## src/rtl/salru_pkg.sv

```systemverilog
// salru_pkg: shared types and constants of the set-associative lru tag store
// used by every module of the block but salru_ram; no dependencies
`default_nettype none

package salru_pkg;

  // fixed field widths
  localparam int ADDR_W  = 24;  // width of the address field
  localparam int CFG_W   = 4;   // width of each configuration register
  localparam int IDX_W   = 15;  // widest set index the split can give
  localparam int PADDR_W = 4;   // byte address of the register port
  localparam int PDATA_W = 32;  // data width of the register port

  // access kinds
  localparam logic CMD_LOAD  = 1'b0;
  localparam logic CMD_STORE = 1'b1;

  // register indexes, taken from paddr word bits
  localparam logic [1:0] REG_OFFSET_WIDTH = 2'd0;
  localparam logic [1:0] REG_INDEX_WIDTH  = 2'd1;
  localparam logic [1:0] REG_WAYS_IN_USE  = 2'd2;

  // register values after reset
  localparam logic [CFG_W-1:0] RST_OFFSET_WIDTH = 4'd5;
  localparam logic [CFG_W-1:0] RST_INDEX_WIDTH  = 4'd5;
  localparam logic [CFG_W-1:0] RST_WAYS_IN_USE  = 4'd4;

  // configuration seen by the datapath
  typedef struct packed {
    logic [CFG_W-1:0] offset_width;
    logic [CFG_W-1:0] index_width;
    logic [CFG_W-1:0] ways_in_use;
  } cfg_t;

  // commands from the controller to the datapath
  typedef struct packed {
    logic clr_wr;   // write one cleared row of the sweep
    logic cap;      // capture an input beat
    logic split;    // split address, start set reduction
    logic rd_sel;   // finish set reduction, read the row
    logic update;   // compare, write back, load the result
  } dp_cmd_t;

  // status from the datapath to the controller
  typedef struct packed {
    logic clr_last;  // sweep is at its last row
    logic out_free;  // result register can take a new beat
  } dp_sts_t;

endpackage

`default_nettype wire

```

## src/rtl/salru_ctrl.sv

```systemverilog
// salru_ctrl: controller of the tag store: clearing sweep and access sequence
// depends on salru_pkg
`default_nettype none

module salru_ctrl (
  input  wire logic               clk,
  input  wire logic               rst_n,
  input  wire logic               in_valid,
  output logic                    in_ready,
  output salru_pkg::dp_cmd_t      cmd,
  input  wire salru_pkg::dp_sts_t sts
);

  typedef enum logic [4:0] {
    ST_CLEAR  = 5'b00001,
    ST_IDLE   = 5'b00010,
    ST_SPLIT  = 5'b00100,
    ST_READ   = 5'b01000,
    ST_UPDATE = 5'b10000
  } state_t;

  state_t state_r;
  state_t state_nxt;

  // next state and datapath commands
  always_comb begin
    state_nxt  = state_r;
    in_ready   = 1'b0;
    cmd        = '0;
    unique case (state_r)
      ST_CLEAR: begin
        cmd.clr_wr = 1'b1;
        if (sts.clr_last) begin
          state_nxt = ST_IDLE;
        end
      end
      ST_IDLE: begin
        in_ready = 1'b1;
        if (in_valid) begin
          cmd.cap   = 1'b1;
          state_nxt = ST_SPLIT;
        end
      end
      ST_SPLIT: begin
        cmd.split = 1'b1;
        state_nxt = ST_READ;
      end
      ST_READ: begin
        cmd.rd_sel = 1'b1;
        state_nxt  = ST_UPDATE;
      end
      ST_UPDATE: begin
        // wait here while the previous result is not taken
        if (sts.out_free) begin
          cmd.update = 1'b1;
          in_ready   = 1'b1;
          if (in_valid) begin
            cmd.cap   = 1'b1;
            state_nxt = ST_SPLIT;
          end else begin
            state_nxt = ST_IDLE;
          end
        end
      end
      default: begin
        state_nxt = ST_CLEAR;
      end
    endcase
  end

  always_ff @(posedge clk) begin
    if (!rst_n) begin
      state_r <= ST_CLEAR;
    end else begin
      state_r <= state_nxt;
    end
  end

endmodule

`default_nettype wire
```

## config.mk

```make
export PLATFORM = sky130hd
export DESIGN_NAME = salru_ctrl
export DESIGN_NICKNAME = d
export VERILOG_FILES = /design/src/rtl/salru_pkg.sv /design/src/rtl/salru_ctrl.sv
export SDC_FILE = /design/constraint.sdc
export NUM_CORES = 1
export LEC_CHECK = 0
export BUFFER_PORTS_ARGS = -buffer_cell sky130_fd_sc_hd__buf_2
export CAP_MARGIN = 20
export CORE_AREA = 10 10 47 49
export DETAILED_ROUTE_END_ITERATION = 8
export DIE_AREA = 0 0 57 59
export GPL_ROUTABILITY_DRIVEN = 0
export HOLD_SLACK_MARGIN = 0.05
export PLACE_DENSITY = 0.48
export RECOVER_POWER = 50
export SETUP_SLACK_MARGIN = 0.02
export SLEW_MARGIN = 15
export SYNTH_ARGS = -nofsm -noshare
export SYNTH_HDL_FRONTEND = slang
export SYNTH_SLANG_ARGS = --single-unit
```

## constraint.sdc

```tcl
create_clock -name clk -period 1.5 [get_ports clk]
set_clock_uncertainty 0.15 [all_clocks]
set_input_delay 0.15 -clock clk [delete_from_list [all_inputs] [get_ports clk]]
set_output_delay 0.15 -clock clk [all_outputs]
set_load 0.1 [all_outputs]
```

==> metrics.yaml <==
synth_compound_area_share_pct: 20.2
row_count: 14
period_needed_ns: 1.68
syn_to_final_growth_pct: 112
drv_slew: 0
ys_seq_area_share_pct: 30.0
p_leak_nw: 0.281
critPathLaunchType: "flop"
grt_usage_pct: 6.74
crit_fanout: 4
dr.pass1.iters: 4
violations: "setup timing"
r2r_slack_ns: -0.02
crit_required_ns: 1.20
synth_edf_count: 0
cts.clk_slew.worst_paths_ns: 0.04
synthMuxAreaShare_pct: 0
power.density_nw_per_um2: 991
vias_per_cell: 4.70
largest_register: "state_r"
coreArea_um2: 1400
critPathKind: "flop to output port"
drc: 0
yosys.area_share.simple_pct: 42.3
rsz0062_at_grt: "true"
max_freq_mhz: 596
netlist_instances: 38
synthesis.area_um2: 334
dieArea_um2: 3360
max_stage_delay_ns: 0.33
initial_core_util_pct: 23.8
synth_fa_ha_area_share_pct: 0
status: "finished with violations"
port_buffers: 10
placed_area_um2: 618
endpoint_kind: "output port"
ys_warn_count: 0
async_flop_share_pct: 0
h-tree-depth: 1
antenna_left: 0
largest_reg_flops: 5
drive_above_1_share_pct: 66.7
routed_wirelength_um: 1060
largestRegisters: "state_r x5"
clockBufferDepth: 2
slew_headroom_pct: 81.8
final_nets: 69
fin_area_um2: 707
num_vias: 371
final_cells: 79
synthXorXnorAreaFrac_pct: 2.62
place_hpwl_um: 845
placedCellCount: 70
ys_ff_latch: 5
critical_path_arrival_ns: 1.38
cp_cell_sequence: "buf_6 > nand3b_1 > a21boi_4 > and2_4 > buf_12"
p_total_uw: 701
ys_top_cells_by_area: "dfxtp_1, o41ai_4, nor3_1"
overflow: 0
synth_top_family_by_area: "simple AND/OR/NAND/NOR gates"
clock_latency_ns: 0.25
grt_max_degree: 9
wl_per_cell_um: 13.4
min_period_over_period_pct: 112
dieWidth_um: 57
drtIter0Drc: 5
hold_viol: 0
grt_pass1_wl_um: 1790
maxCapViolations: 0
synth.distinct_cells: 23
min_path_type: "input pin to flop"
netlist.area_leader.share_pct: 30.0
crit_slowest_cell: "dfxtp_2"
syn_avg_cell_area_um2: 8.79
syn-num-nets: 43
dieHeight_um: 59
worst_pin_slew_ns: 0.270
setup_slack_ns: -0.178
cts_tree: "done"
cts_inserted_buffers: 3
grt_pass1_vias: 415
antennaDiodeCount: 0
io-pin-count: 11
vdd_drop_max_uv: 314
cts.sinks: 5
synth_ff_type: "dfxtp_1"
cts_root_buf: "clkbuf_4"
antenna_found_initial: 0
yosys.area.top_type: "dfxtp_1"
final-setup-viol-count: 7
placed cells by master (no fill, tap or decap), drive strengths merged, types with 3 or more instances in the layout:
cell,netlist,routed
buf,2,21
clkbuf,0,4
dfxtp,5,5
nand2b,3,3
nor3,5,5
power breakdown:
group	switching [mW]	internal, mW
Combinational	0.199	0.175
Sequential	0.0158	0.148
Clock	0.0623	0.101
Yosys cell counts, drive strengths merged, types with 2 or more instances:
cell type	number
and2	2
nand2b	3
and3	2
buf	2
nand3b	2
nor2	2
dfxtp	5
o21ai	2
nor3	5
final timing paths:
path,startpoint,endpoint,depth (start not counted)
max,state_r[1],cmd[3],5
min,sts[1],state_r[1],3
max reg2reg,state_r[0],state_r[4],4
min reg2reg,state_r[1],state_r[4],2
cells by family after synthesis:
kind of cell	Yosys count
AND/OR/NAND/NOR	23
AO/OA/AOI/OAI	7
buffers and inverters	2
XOR/XNOR	1
flip-flops	5
worst max-delay path, delay by kind of cell (launching register included):
family,cells,cell delay (ns)
DFF,1,0.33
buffers and inverters,2,0.29
and+or+nand+nor,2,0.35
AOI/OAI and AO/OA,1,0.15
per-layer routing:
metal / global-route usage (%) / vias to the layer above / wire length, um
li1: - / 193 / -
met3: 1.50 / 2 / 37
met5: 0 / - / 0
met2: 11.6 / 7 / 542
met4: 6.04 / 0 / 33
met1: 6.64 / 169 / 449
stage by stage:
stage	util [%]	TNS, ns	hold slack [ns]	setup WS, ns
5_1_grt	50.4	-1.31	0.119	-0.227
2_1_floorplan	-	-2.06	0.0783	-0.450
3_5_place_dp	44.1	-0.00164	0.249	-0.00164
4_1_cts	49.4	-0.988	0.130	-0.223
6_report	50.4	-0.919	0.109	-0.178
3_3_place_gp	44.1	0	0.259	0.0202
area by class of cell:
cell class                 instances  area [um^2]
clock buffer                       4         26.3
fill                             133          694
multi-input combinational         31          303
sequential                         5          111
tap                               16         20.0
timing repair buffer              23          246
what timing repair did:
action                                  4_1_cts  5_1_grt
endpoints found under the setup margin        6        7
pin swaps                                     4        7
endpoints found under the hold margin         4        0
gates cloned                                  0        0
resized for setup                             5        2
setup buffers                                 2        1
hold buffers                                  2        0
Note: power is estimated with default switching activity, not from simulation.
