===== src/rtl/salru_pkg.sv =====
// salru_pkg: shared types and constants of the set-associative lru tag store
// used by every module of the block but salru_ram; no dependencies
`default_nettype none

package salru_pkg;

  // fixed field widths
  localparam int ADDR_W  = 24;  // width of the address field
  localparam int CFG_W   = 4;   // width of each configuration register
  localparam int IDX_W   = 15;  // widest set index the split can give
  localparam int PADDR_W = 4;   // byte address of the register port
  localparam int PDATA_W = 32;  // data width of the register port

  // access kinds
  localparam logic CMD_LOAD  = 1'b0;
  localparam logic CMD_STORE = 1'b1;

  // register indexes, taken from paddr word bits
  localparam logic [1:0] REG_OFFSET_WIDTH = 2'd0;
  localparam logic [1:0] REG_INDEX_WIDTH  = 2'd1;
  localparam logic [1:0] REG_WAYS_IN_USE  = 2'd2;

  // register values after reset
  localparam logic [CFG_W-1:0] RST_OFFSET_WIDTH = 4'd5;
  localparam logic [CFG_W-1:0] RST_INDEX_WIDTH  = 4'd5;
  localparam logic [CFG_W-1:0] RST_WAYS_IN_USE  = 4'd4;

  // configuration seen by the datapath
  typedef struct packed {
    logic [CFG_W-1:0] offset_width;
    logic [CFG_W-1:0] index_width;
    logic [CFG_W-1:0] ways_in_use;
  } cfg_t;

  // commands from the controller to the datapath
  typedef struct packed {
    logic clr_wr;   // write one cleared row of the sweep
    logic cap;      // capture an input beat
    logic split;    // split address, start set reduction
    logic rd_sel;   // finish set reduction, read the row
    logic update;   // compare, write back, load the result
  } dp_cmd_t;

  // status from the datapath to the controller
  typedef struct packed {
    logic clr_last;  // sweep is at its last row
    logic out_free;  // result register can take a new beat
  } dp_sts_t;

endpackage

`default_nettype wire


===== src/rtl/salru_regs.sv =====
// salru_regs: configuration registers behind the apb-style port
// depends on salru_pkg
`default_nettype none

module salru_regs (
  input  wire logic                            clk,
  input  wire logic                            rst_n,
  input  wire logic                            psel,
  input  wire logic                            penable,
  input  wire logic                            pwrite,
  input  wire logic [salru_pkg::PADDR_W-1:0]   paddr,
  input  wire logic [salru_pkg::PDATA_W-1:0]   pwdata,
  output logic      [salru_pkg::PDATA_W-1:0]   prdata,
  output logic                                 pready,
  output salru_pkg::cfg_t                      cfg
);

  salru_pkg::cfg_t cfg_r;
  salru_pkg::cfg_t cfg_nxt;
  logic            wr_en;
  logic [1:0]      reg_sel;

  assign pready  = 1'b1;
  assign wr_en   = psel & penable & pwrite;
  assign reg_sel = paddr[3:2];
  assign cfg     = cfg_r;

  // register write decode
  always_comb begin
    cfg_nxt = cfg_r;
    if (wr_en) begin
      unique case (reg_sel)
        salru_pkg::REG_OFFSET_WIDTH: cfg_nxt.offset_width = pwdata[salru_pkg::CFG_W-1:0];
        salru_pkg::REG_INDEX_WIDTH:  cfg_nxt.index_width  = pwdata[salru_pkg::CFG_W-1:0];
        salru_pkg::REG_WAYS_IN_USE:  cfg_nxt.ways_in_use  = pwdata[salru_pkg::CFG_W-1:0];
        default:                     cfg_nxt = cfg_r;
      endcase
    end
  end

  always_ff @(posedge clk) begin
    if (!rst_n) begin
      cfg_r.offset_width <= salru_pkg::RST_OFFSET_WIDTH;
      cfg_r.index_width  <= salru_pkg::RST_INDEX_WIDTH;
      cfg_r.ways_in_use  <= salru_pkg::RST_WAYS_IN_USE;
    end else begin
      cfg_r <= cfg_nxt;
    end
  end

  // read mux
  always_comb begin
    unique case (reg_sel)
      salru_pkg::REG_OFFSET_WIDTH:
        prdata = salru_pkg::PDATA_W'(cfg_r.offset_width);
      salru_pkg::REG_INDEX_WIDTH:
        prdata = salru_pkg::PDATA_W'(cfg_r.index_width);
      salru_pkg::REG_WAYS_IN_USE:
        prdata = salru_pkg::PDATA_W'(cfg_r.ways_in_use);
      default:
        prdata = '0;
    endcase
  end

endmodule

`default_nettype wire


===== config.mk =====
export PLATFORM = sky130hd
export DESIGN_NAME = salru_regs
export DESIGN_NICKNAME = d
export VERILOG_FILES = /design/src/rtl/salru_pkg.sv /design/src/rtl/salru_regs.sv
export SDC_FILE = /design/constraint.sdc
export NUM_CORES = 1
export LEC_CHECK = 0
export ABC_AREA = 0
export ABC_CLOCK_PERIOD_IN_PS = 1100
export BUFFER_PORTS_ARGS = -buffer_cell sky130_fd_sc_hd__buf_2
export CAP_MARGIN = 20
export CORE_MARGIN = 10
export CORE_UTILIZATION = 30
export DETAILED_ROUTE_END_ITERATION = 10
export PLACE_DENSITY = 0.73
export SKIP_LAST_GASP = 1
export SYNTH_ARGS = -nofsm -noshare
export SYNTH_HDL_FRONTEND = slang
export SYNTH_SLANG_ARGS = --single-unit

===== constraint.sdc =====
create_clock -name clk -period 1.1 [get_ports clk]
set_input_delay 0.33 -clock clk [delete_from_list [all_inputs] [get_ports clk]]
set_output_delay 0.33 -clock clk [all_outputs]
set_load 0.02 [all_outputs]

==> metrics.md <==
| Metric | Value |
|---|---|
| Status | finished, violations left |
| Failing checks | setup timing |
| Post-Route Utilization | 0.469 |
| Multi-input logic area | 450 um2 |
| Internal portion of total power | roughly 730 uW |
| Net load switching power | 317 uW |
| Worst Path Required | between 0.7 and 0.8 ns |
| Crit share post-route | 1.21 |
| Synthesis-to-layout area growth | 47.7% |
| Sequential cell area in the final layout | around 260 um2 |
| Crit Path Category | reg2out |
| Gate Count Post-Synth | 92 |
| Placeable Area | 2520 um2 |
| Number of vias in the routed layout | 675 |
| Final count of hold timing violations | 0 |
| Floorplan row count | 18 |
| Diodes inserted | 0 |
| Sequential fraction of the synthesis area | 0.300 |
| Average wire per cell in the routed design | 14.2 um |
| Largest fanout on the critical path | 2 |
| Setup slack at placement | -0.302 ns |
| Starting utilization of the core area | 0.317 |
| Maximum ir drop on the vdd rail | between 300 and 400 uV |
| Vert. Die Dim | 71.7 um |
| TritonCTS clock tree | yes |
| Fill cell count | 252 |
| LEAKAGE | 0.607 nW |
| Startpoint Class | flip-flop |
| Routability cong. | 0.710 |
| Clk_skew | 0 ns |
| Worst-Skew Late Latency | 0.27 ns |
| Delay contributed by the slowest stage of the critical path | 0.33 ns |
| Die W | roughly 72 um |
| Minimum period implied by the final worst setup slack | 1.33 ns |
| Unrepaired setup endpoints after global routing | true |
| Post-layout nets | 178 |
| Detailed-routing iteration count for the pre-antenna-repair pass | 3 |
| Area of the die | 5140 um2 |
| Num CTS Buffers | 3 |
| Number of design-rule violations left by the first detailed-router iteration | 6 |
| #FFs+latches synth | 12 |
| Routed Antenna Nets | 0 |
| Number of cells on the worst hold path | 3 |
| Number of max-cap violations | 0 |
| Layout cells sized above 1 | 0.522 |
| Clock tree buffer depth | 2 |
| Number of flip-flops under the largest register name | 12 |
| DP Wirelength | 1.81 mm |
| Data arrival time of the critical path | 1.00 ns |
| Cell count along the critical path | 3 |
| Post-placement cell area | 927 um2 |
| CTS Hold Bufs | 0 |
| Number of top-level pins | 86 |
| Slowest-stage cell, CP | sky130_fd_sc_hd__dfxtp_2 |
| Via count normalized by instance count | 4.07 |
| Share of power burned in registers | 0.425 |
| Hold Worst Slack | slightly above 0.3 ns |
| Sw Share | 0.303 |
| Routed Wire Length | between 2 and 2.5 mm |
| Accumulated negative setup slack | -1.28 ns |
| WP buf/inv | 1 |
| Top Family by Delay on Critical Path | flip-flops |
| Wire length of the first global-routing pass | around 3.6 mm |
| Worst min-delay path category | in2reg |
| GRT Residual Overflow | 0 |
| Max H-tree Level | 1 |
| Via count of the first global-routing pass | 791 |
| Final instance area | about 1200 um2 |
| Antenna violations before repair | 0 |
| Clock share of power | 0.333 |
| Cell Chain, Critical Path | mux2i_1, o21ai_2, buf_6 |
| Type of element capturing the critical path | primary output |
| Worst-case setup margin in the final layout | -0.230 ns |
| Number of pins exceeding their max-slew limit in the final report | 0 |
| Pwr Density | 886 nW/um2 |
| Worst reg-to-reg path cell count | 4 |
| CTS Root Buffer Type | sky130_fd_sc_hd__clkbuf_4 |
| CTS clock-pin slew for the worst setup and hold paths | roughly 0.080 ns |
| Tot GR Track Use | 0.0880 |
| Yosys warns | 0 |
| Count of distinct cell types in the synthesized netlist | 15 |
| Largest net degree at the start of global routing | 11 |
| PortBufs | 26 |
| Mapped Area | 801 um2 |
| Maximum frequency from static timing analysis | 752 MHz |
| Share of total power in combinational logic | 0.242 |
| Final-report setup violation count | 10 |
| Number of design rule violations left after detail routing | 0 |
| Mean post-synth cell area | 8.70 um2 |
| Clock Sinks | 12 |
-- cell usage after synthesis --
cell	n	area [um2]
sky130_fd_sc_hd__or3b_1	1	8.76
sky130_fd_sc_hd__buf_6	1	11.3
sky130_fd_sc_hd__clkbuf_2	1	5.00
sky130_fd_sc_hd__nand4_1	1	6.26
sky130_fd_sc_hd__and2b_2	1	8.76
sky130_fd_sc_hd__conb_1	2	7.51
sky130_fd_sc_hd__mux2i_1	16	160
sky130_fd_sc_hd__o21ai_0	4	20.0
sky130_fd_sc_hd__buf_4	29	218
sky130_fd_sc_hd__nand2_1	14	52.6
sky130_fd_sc_hd__nor3_2	1	10.0
sky130_fd_sc_hd__dfxtp_1	12	240
sky130_fd_sc_hd__nor2b_1	7	43.8
sky130_fd_sc_hd__nand3_1	1	5.00
sky130_fd_sc_hd__clkbuf_1	1	3.75
-- path summary, 6_finish.rpt --
| path | start | endpoint | slack [ns] |
|---|---|---|---|
| hold reg to reg | cfg[0] | cfg[0] | 0.48 |
| setup reg to reg | cfg[10] | cfg[10] | 0.23 |
| hold / removal | pwdata[0] | cfg[0] | 0.31 |
| setup / recovery | cfg[7] | prdata[3] | -0.23 |
-- repair_timing --
| item | CTS | global route |
|---|---|---|
| setup buffers | 9 | 2 |
| pin swaps | 4 | 1 |
| endpoints found under the setup margin | 16 | 17 |
| resized for setup | 46 | 8 |
-- power by group through the flow --
stage	Sequential, mW	Clock (mW)	Combinational, mW
finish	0.445	0.349	0.254
global route	0.446	0.382	0.274
CTS	0.444	0.362	0.245
detailed placement	0.454	0	0.214
global placement	0.454	0	0.211
floorplan	0.461	0	0.223
-- worst min-delay path: stages --
cell and delay (ns):
sky130_fd_sc_hd__buf_2 0.10, sky130_fd_sc_hd__nand2_1 0.05, sky130_fd_sc_hd__mux2i_1 0.06
-- cell usage in the layout (no fill, tap or decap), types with 3 or more instances in the layout --
cell and count:
sky130_fd_sc_hd__buf_2 9, sky130_fd_sc_hd__buf_4 16, sky130_fd_sc_hd__buf_6 18, sky130_fd_sc_hd__clkbuf_4 3, sky130_fd_sc_hd__conb_1 29, sky130_fd_sc_hd__dfxtp_2 12, sky130_fd_sc_hd__mux2i_1 15, sky130_fd_sc_hd__nand2_1 11
sky130_fd_sc_hd__nand2_2 3, sky130_fd_sc_hd__nor2b_1 7, sky130_fd_sc_hd__o21ai_2 4
-- metrics by stage --
stage,power (mW),instances
2_1_floorplan,0.684,119
3_3_place_gp,0.665,152
3_5_place_dp,0.668,152
4_1_cts,1.05,165
5_1_grt,1.10,166
6_report,1.05,166
-- kinds of logic (layout without fill, tap and decap cells) --
family | count (synthesis) | count (layout) | synth area share
buffers and inverters | 32 | 49 | 0.297
DFF | 12 | 12 | 0.300
other | 2 | 29 | 0.00938
and+or+nand+nor | 26 | 26 | 0.169
AOI/OAI and AO/OA | 4 | 4 | 0.0250
muxes | 16 | 16 | 0.200
-- layout make-up --
| type | instances | area share |
|---|---|---|
| clock buffers | 4 | 0.0307 |
| multi-input cells | 75 | 0.381 |
| well taps | 30 | 0.0317 |
| repair buffers | 45 | 0.341 |
| flip-flops and latches | 12 | 0.216 |
-- metal layers --
layer	track usage	vias to the layer above	share of wire
met3	0.0551	2	0.14
met4	0.0516	0	0.014
met1	0.0640	309	0.31
li1	-	328	-
met5	0	-	0
met2	0.167	36	0.53
Power figures use the tool's default switching activity.
